File: src/rtl/fmmp_pkg.sv
// Package with the widths, state and job codes and a helper of the Fibonacci mod-m block.
package fmmp_pkg;

   localparam int INDEX_BITS = 50;
   localparam int MOD_BITS   = 32;

   // The reducer takes a sum of two products, padded to an even width, two bits a step.
   localparam int PROD_W    = 2 * MOD_BITS + 2;
   localparam int RED_STEPS = PROD_W / 2;
   localparam int STEP_W    = $clog2(RED_STEPS);
   localparam int CNT_W     = $clog2(INDEX_BITS);

   typedef enum logic [8:0] {
      ST_IDLE  = 9'b000000001,
      ST_PREP  = 9'b000000010,
      ST_MUL   = 9'b000000100,
      ST_ADD   = 9'b000001000,
      ST_RED   = 9'b000010000,
      ST_STORE = 9'b000100000,
      ST_STEP  = 9'b001000000,
      ST_NEXT  = 9'b010000000,
      ST_OUT   = 9'b100000000
   } state_type;

   // Which entry of the squared matrix is being formed.
   typedef logic [1:0] job_type;
   localparam job_type JOB_E0 = 2'd0;
   localparam job_type JOB_E1 = 2'd1;
   localparam job_type JOB_E3 = 2'd2;

   // Sum of two reduced values, reduced again.
   function automatic logic [MOD_BITS-1:0] mod_add(input logic [MOD_BITS-1:0] a,
                                                   input logic [MOD_BITS-1:0] b,
                                                   input logic [MOD_BITS-1:0] m);
      logic [MOD_BITS:0] s;
      s = {1'b0, a} + {1'b0, b};
      if (s >= {1'b0, m}) begin
         s = s - {1'b0, m};
      end
      return s[MOD_BITS-1:0];
   endfunction

endpackage

File: src/rtl/fibonacci_mod_matrix_power.sv
// Top level: F(index) mod modulus by square-and-multiply on a symmetric 2x2 matrix.
//
//   channel   direction  ports                              meaning
//   request   in         req_valid/ready, index, modulus    Fibonacci index n, modulus m
//   response  out        rsp_valid/ready, value             F(n) mod m
//
// Every index bit costs three modular reductions of a two-product sum, each 33 steps
// on the shared two-bit-per-cycle reducer, fed by one 32x32 multiplier. A zero modulus
// gives a zero response in the cycle after acceptance. Synchronous reset returns to
// idle. req_ready is high only in idle, and a response holds until taken.
module fibonacci_mod_matrix_power (
   input  logic                          clock,
   input  logic                          reset,
   input  logic                          req_valid,
   output logic                          req_ready,
   input  logic [fmmp_pkg::INDEX_BITS-1:0] req_index,
   input  logic [fmmp_pkg::MOD_BITS-1:0]   req_modulus,
   output logic                          rsp_valid,
   input  logic                          rsp_ready,
   output logic [fmmp_pkg::MOD_BITS-1:0]   rsp_value
);

   localparam int MB = fmmp_pkg::MOD_BITS;
   localparam int PW = fmmp_pkg::PROD_W;

   fmmp_pkg::state_type state_ff, state_in;

   logic [fmmp_pkg::INDEX_BITS-1:0] idx_ff, idx_in;
   logic [MB-1:0]   m_ff, m_in;
   logic [MB+1:0]   m3_ff, m3_in;
   logic [MB-1:0]   e0_ff, e0_in, e1_ff, e1_in, e3_ff, e3_in;
   logic [MB-1:0]   es_ff, es_in;
   logic [MB-1:0]   n0_ff, n0_in, n1_ff, n1_in;
   logic [2*MB-1:0] prod_ff, prod_in;
   logic [PW-1:0]   div_ff, div_in;
   logic [MB-1:0]   rem_ff, rem_in;
   logic [fmmp_pkg::STEP_W-1:0] step_ff, step_in;
   logic [fmmp_pkg::CNT_W-1:0]  cnt_ff, cnt_in;
   fmmp_pkg::job_type job_ff, job_in;
   logic            term_ff, term_in;
   logic [MB-1:0]   value_ff, value_in;

   logic [MB-1:0]   op_a, op_b;
   logic [MB+1:0]   red_t, red_m1, red_m2;
   logic [MB+1:0]   red_r;
   logic [MB-1:0]   one_mod;

   assign req_ready = (state_ff == fmmp_pkg::ST_IDLE);
   assign rsp_valid = (state_ff == fmmp_pkg::ST_OUT);
   assign rsp_value = value_ff;

   assign one_mod = (req_modulus == MB'(1)) ? '0 : MB'(1);

   // Operand pairs of the squared symmetric matrix: e0^2+e1^2, e1*(e0+e3), e1^2+e3^2.
   always_comb begin
      case (job_ff)
         fmmp_pkg::JOB_E0: begin
            op_a = term_ff ? e1_ff : e0_ff;
            op_b = term_ff ? e1_ff : e0_ff;
         end
         fmmp_pkg::JOB_E1: begin
            op_a = term_ff ? '0 : e1_ff;
            op_b = term_ff ? '0 : es_ff;
         end
         fmmp_pkg::JOB_E3: begin
            op_a = term_ff ? e3_ff : e1_ff;
            op_b = term_ff ? e3_ff : e1_ff;
         end
         default: begin
            op_a = '0;
            op_b = '0;
         end
      endcase
   end

   // One radix-4 restoring step: the partial remainder stays below the modulus.
   always_comb begin
      red_t  = {rem_ff, div_ff[PW-1 -: 2]};
      red_m1 = {2'b00, m_ff};
      red_m2 = {1'b0, m_ff, 1'b0};
      if (red_t >= m3_ff) begin
         red_r = red_t - m3_ff;
      end else if (red_t >= red_m2) begin
         red_r = red_t - red_m2;
      end else if (red_t >= red_m1) begin
         red_r = red_t - red_m1;
      end else begin
         red_r = red_t;
      end
   end

   always_comb begin
      state_in = state_ff;
      idx_in   = idx_ff;
      m_in     = m_ff;
      m3_in    = m3_ff;
      e0_in    = e0_ff;
      e1_in    = e1_ff;
      e3_in    = e3_ff;
      es_in    = es_ff;
      n0_in    = n0_ff;
      n1_in    = n1_ff;
      prod_in  = prod_ff;
      div_in   = div_ff;
      rem_in   = rem_ff;
      step_in  = step_ff;
      cnt_in   = cnt_ff;
      job_in   = job_ff;
      term_in  = term_ff;
      value_in = value_ff;
      unique case (state_ff)
         fmmp_pkg::ST_IDLE: begin
            if (req_valid) begin
               idx_in = req_index;
               m_in   = req_modulus;
               m3_in  = {1'b0, req_modulus, 1'b0} + {2'b00, req_modulus};
               e0_in  = one_mod;
               e1_in  = '0;
               e3_in  = one_mod;
               cnt_in = fmmp_pkg::CNT_W'(fmmp_pkg::INDEX_BITS - 1);
               if (req_modulus == '0) begin
                  value_in = '0;
                  state_in = fmmp_pkg::ST_OUT;
               end else begin
                  state_in = fmmp_pkg::ST_PREP;
               end
            end
         end
         fmmp_pkg::ST_PREP: begin
            es_in    = fmmp_pkg::mod_add(e0_ff, e3_ff, m_ff);
            job_in   = fmmp_pkg::JOB_E0;
            term_in  = 1'b0;
            div_in   = '0;
            state_in = fmmp_pkg::ST_MUL;
         end
         fmmp_pkg::ST_MUL: begin
            prod_in  = op_a * op_b;
            state_in = fmmp_pkg::ST_ADD;
         end
         fmmp_pkg::ST_ADD: begin
            div_in = div_ff + PW'(prod_ff);
            if (!term_ff) begin
               term_in  = 1'b1;
               state_in = fmmp_pkg::ST_MUL;
            end else begin
               rem_in   = '0;
               step_in  = '0;
               state_in = fmmp_pkg::ST_RED;
            end
         end
         fmmp_pkg::ST_RED: begin
            rem_in  = red_r[MB-1:0];
            div_in  = {div_ff[PW-3:0], 2'b00};
            step_in = step_ff + fmmp_pkg::STEP_W'(1);
            if (step_ff == fmmp_pkg::STEP_W'(fmmp_pkg::RED_STEPS - 1)) begin
               state_in = fmmp_pkg::ST_STORE;
            end
         end
         fmmp_pkg::ST_STORE: begin
            term_in = 1'b0;
            div_in  = '0;
            case (job_ff)
               fmmp_pkg::JOB_E0: begin
                  n0_in    = rem_ff;
                  job_in   = fmmp_pkg::JOB_E1;
                  state_in = fmmp_pkg::ST_MUL;
               end
               fmmp_pkg::JOB_E1: begin
                  n1_in    = rem_ff;
                  job_in   = fmmp_pkg::JOB_E3;
                  state_in = fmmp_pkg::ST_MUL;
               end
               default: begin
                  e0_in    = n0_ff;
                  e1_in    = n1_ff;
                  e3_in    = rem_ff;
                  state_in = idx_ff[fmmp_pkg::INDEX_BITS-1] ? fmmp_pkg::ST_STEP
                                                            : fmmp_pkg::ST_NEXT;
               end
            endcase
         end
         fmmp_pkg::ST_STEP: begin
            // Multiplying by [[1,1],[1,0]] only shifts and adds the entries.
            e0_in    = fmmp_pkg::mod_add(e0_ff, e1_ff, m_ff);
            e1_in    = e0_ff;
            e3_in    = e1_ff;
            state_in = fmmp_pkg::ST_NEXT;
         end
         fmmp_pkg::ST_NEXT: begin
            idx_in = {idx_ff[fmmp_pkg::INDEX_BITS-2:0], 1'b0};
            if (cnt_ff == '0) begin
               value_in = e1_ff;
               state_in = fmmp_pkg::ST_OUT;
            end else begin
               cnt_in   = cnt_ff - fmmp_pkg::CNT_W'(1);
               state_in = fmmp_pkg::ST_PREP;
            end
         end
         fmmp_pkg::ST_OUT: begin
            if (rsp_ready) begin
               state_in = fmmp_pkg::ST_IDLE;
            end
         end
         default: begin
            state_in = fmmp_pkg::ST_IDLE;
         end
      endcase
   end

   always_ff @(posedge clock) begin
      if (reset) begin
         state_ff <= fmmp_pkg::ST_IDLE;
      end else begin
         state_ff <= state_in;
      end
   end

   always_ff @(posedge clock) begin
      idx_ff   <= idx_in;
      m_ff     <= m_in;
      m3_ff    <= m3_in;
      e0_ff    <= e0_in;
      e1_ff    <= e1_in;
      e3_ff    <= e3_in;
      es_ff    <= es_in;
      n0_ff    <= n0_in;
      n1_ff    <= n1_in;
      prod_ff  <= prod_in;
      div_ff   <= div_in;
      rem_ff   <= rem_in;
      step_ff  <= step_in;
      cnt_ff   <= cnt_in;
      job_ff   <= job_in;
      term_ff  <= term_in;
      value_ff <= value_in;
   end

   a_no_overlap: assert property (@(posedge clock) disable iff (reset)
      !(req_ready && rsp_valid))
      else $error("request taken while a response is pending");

   a_zero_mod: assert property (@(posedge clock) disable iff (reset)
      (req_valid && req_ready && req_modulus == '0) |=> (rsp_valid && rsp_value == '0))
      else $error("zero modulus did not give an immediate zero response");

   a_rem_bound: assert property (@(posedge clock) disable iff (reset)
      (state_ff == fmmp_pkg::ST_RED) |=> (rem_ff < m_ff))
      else $error("reducer remainder reached the modulus");

   a_value_bound: assert property (@(posedge clock) disable iff (reset)
      (rsp_valid && m_ff != '0) |-> (rsp_value < m_ff))
      else $error("response not reduced below the modulus");

endmodule
File: config.mk
export PLATFORM = sky130hd
export DESIGN_NAME = fibonacci_mod_matrix_power
export DESIGN_NICKNAME = d
export VERILOG_FILES = /design/src/rtl/fmmp_pkg.sv /design/src/rtl/fibonacci_mod_matrix_power.sv
export SDC_FILE = /design/constraint.sdc
export NUM_CORES = 2
export LEC_CHECK = 0
export BUFFER_PORTS_ARGS = -buffer_cell sky130_fd_sc_hd__buf_2
export CORE_MARGIN = 2
export CORE_UTILIZATION = 40
export DETAILED_ROUTE_END_ITERATION = 7
export SETUP_SLACK_MARGIN = 0.3
export SLEW_MARGIN = 20
export SYNTH_ARGS = -nofsm -noshare
export SYNTH_HDL_FRONTEND = slang
export SYNTH_SLANG_ARGS = --single-unit
export TNS_END_PERCENT = 20
File: constraint.sdc
create_clock -name clock -period 25 [get_ports clock]
set_input_delay 2.5 -clock clock [delete_from_list [all_inputs] [get_ports clock]]
set_output_delay 2.5 -clock clock [all_outputs]
set_load 0.1 [all_outputs]
==> out/results.ini <==
[global_routing]
met1_usage=0.3436
grtUsageMet3=0.04576
gr-total-overflow=0
grtUsageTotal=0.2729
met2_usage=0.4471
grt_pass1_wl_um=367500
grt_max_degree=80
grt_antenna_before_repair=8
busiest_layer=met2
grt_pass1_vias=57758

[hold_path]
hold_class=reg -> reg
hold_depth=2

[timing]
tightest_slew_ns=1.171
fin_hold_ws_ns=0.5076
rsz0062_at_grt=false
setup_viol=0
slew_headroom=0.2196
period_share=0.4512
fmax_mhz=88.65
finalSetupTns_ns=0
fin_crit_ns=11.28
hold_viol_final=0
slew_viol_final=0
skew_ns=0.05289

[critical_path]
critPathTopFamily=adder cells
worst-path-max-fanout=59
reg2reg_depth=29
max_stage_delay_ns=0.92
worstSetupPathType=reg -> reg
critPathCaptureType=register
crit_slowest_cell=a21o_1
startpoint_type=register
critPathBufInv=5
cp_num_cells=29
required_ns=25.40
crit_top_cell=fa_1
crit_arrival_ns=11.68

[clock_network]
worstSkewPairLatency_ns=0.69
path_clk_slew_ns=0.06
cts_tree=yes
cts_made_buffers=67
clk_path_buf_depth=3
clock-root-buffer=clkbuf_16
ctsResizeCount=0
cts_setup_buffers=0
hold_buffers=0
clock-sinks=525
htree_levels=3

[floorplan]
die_h_um=423.2
die_x_um=423.2
row_count=153
core_um2=174200
io_pins=120
die-area_um2=179100
start_util=0.4036

[route]
wl_per_cell_um=24.81
via_count=57030
drtIter0Drc=4787
drcViolationCount=0
via_per_inst=5.734
totalWireLength_um=246800
drt-pass1-iter-count=6
ant_nets=0

[synthesis]
ys_types=82
async_reset_ff_frac=0
synth_warnings=0
synth_edf_count=516
yosysSeqAreaShare=0.2230
synth_nets=9192
synth_flop_cell=edfxtp_1
synth_cells=7595
syn_area_um2=70310
ys_ff_latch=525
synth_area_per_cell_um2=9.257

[run]
max_cap_viol_count=0

[placed_design]
place_congestion=0.9836
dp_hpwl_um=191900
io_buffers=119

[finish]
layout.nets=9168
layout_commonest_cell=inv_1
mostFrequentLayoutCells=1046 x inv_1, 905 x fa_1, 875 x nand2_1, 797 x nor2_1, 606 x ha_1
syn2layout_area_growth_pct=8.302
drive_gt1_frac=0.05985

[outcome]
outcome=complete, no violations

-- cells in the mapped netlist (10+ instances only) --
cell	number	area, um^2
nor2b_1	67	419.2
o21bai_1	48	360.4
or3_1	19	118.9
a211oi_1	113	848.3
mux2i_1	78	780.8
a21boi_0	10	75.07
o31ai_1	20	150.1
buf_1	14	52.55
o21ai_0	214	1071
nor3b_1	12	90.09
inv_1	1048	3934
clkbuf_1	309	1160
o211ai_1	34	255.2
a221o_1	11	110.1
or2_2	15	93.84
mux2_2	14	157.7
a211o_1	13	113.9
nand3_1	67	335.3
nand2b_1	56	350.3
edfxtp_1	516	15490
a31oi_1	48	300.3
xor2_1	128	1121
nor3_1	64	320.3
xnor2_1	211	1848
nor4_1	12	75.07
a21o_1	283	2125
ha_1	606	7582
fa_1	905	18120
a22o_1	118	1033
nand2_1	876	3288
nor2_1	797	2992
and2_1	54	337.8
and3_1	48	300.3
nand4_1	59	369.1
a221oi_1	13	113.9
a41oi_1	14	122.6
a21oi_1	455	2277
o21a_1	56	420.4
o2111ai_1	11	96.34
-- cell type report --
type	count	area, um^2
diodes	2	5.005
clock buffers	80	1768
clock inverters	37	594.3
fillers	17124	98060
inverters	1049	3938
multi-input cells	5690	49770
flip-flops and latches	525	15680
well taps	2325	2909
repair buffers	238	1489
-- worst min-delay path, delay by kind of cell (launching register included) --
| family | cells | cell delay (ns) |
|---|---|---|
| flops | 1 | 0.32 |
| simple gates | 2 | 0.08 |
-- logic make-up after synthesis --
logic type / synth area share
buf+inv: 0.07382
fa+ha+maj: 0.3655
xor+xnor: 0.04223
compound gates: 0.1481
simple gates: 0.1340
mux: 0.01335
flops: 0.2230
-- state kept, by name, indices dropped and copies added (netlist names) --
name	count
n0_ff	32
idx_ff	50
e1_ff	32
e3_ff	32
rsp_value	32
m3_ff	33
es_ff	32
m_ff	32
cnt_ff	6
state_ff	9
prod_ff	64
term_ff	1
div_ff	66
step_ff	6
job_ff	2
e0_ff	32
rem_ff	32
n1_ff	32
-- worst paths after layout --
path | start | slack, ns | to
hold reg to reg | idx_ff[40]$_DFFE_PP_ | 0.51 | idx_ff[41]$_DFFE_PP_
hold / removal | idx_ff[40]$_DFFE_PP_ | 0.51 | idx_ff[41]$_DFFE_PP_
setup / recovery | term_ff$_DFFE_PP_ | 13.72 | prod_ff[61]$_DFFE_PP_
setup reg to reg | term_ff$_DFFE_PP_ | 13.72 | prod_ff[61]$_DFFE_PP_
-- per-layer routing --
metal | vias up | wire (um)
met5 | - | 68
met4 | 10 | 15640
met3 | 589 | 18310
met2 | 2365 | 115000
met1 | 28689 | 97820
li1 | 25377 | -
-- metrics by stage --
stage,worst slack (ns),area (um^2),cells,util
after global routing,13.21,76140,9945,0.4371
after CTS,14.00,76140,9944,0.4371
final,13.72,76140,9946,0.4371
after detailed placement,14.02,73780,9827,0.4235
after global placement,13.78,73770,9827,0.4235
after floorplan,14.23,70310,7595,-
Power is left out: the tool's default activity adds up to more than one toggle a clock period on the data nets, which glitch-free logic cannot reach.
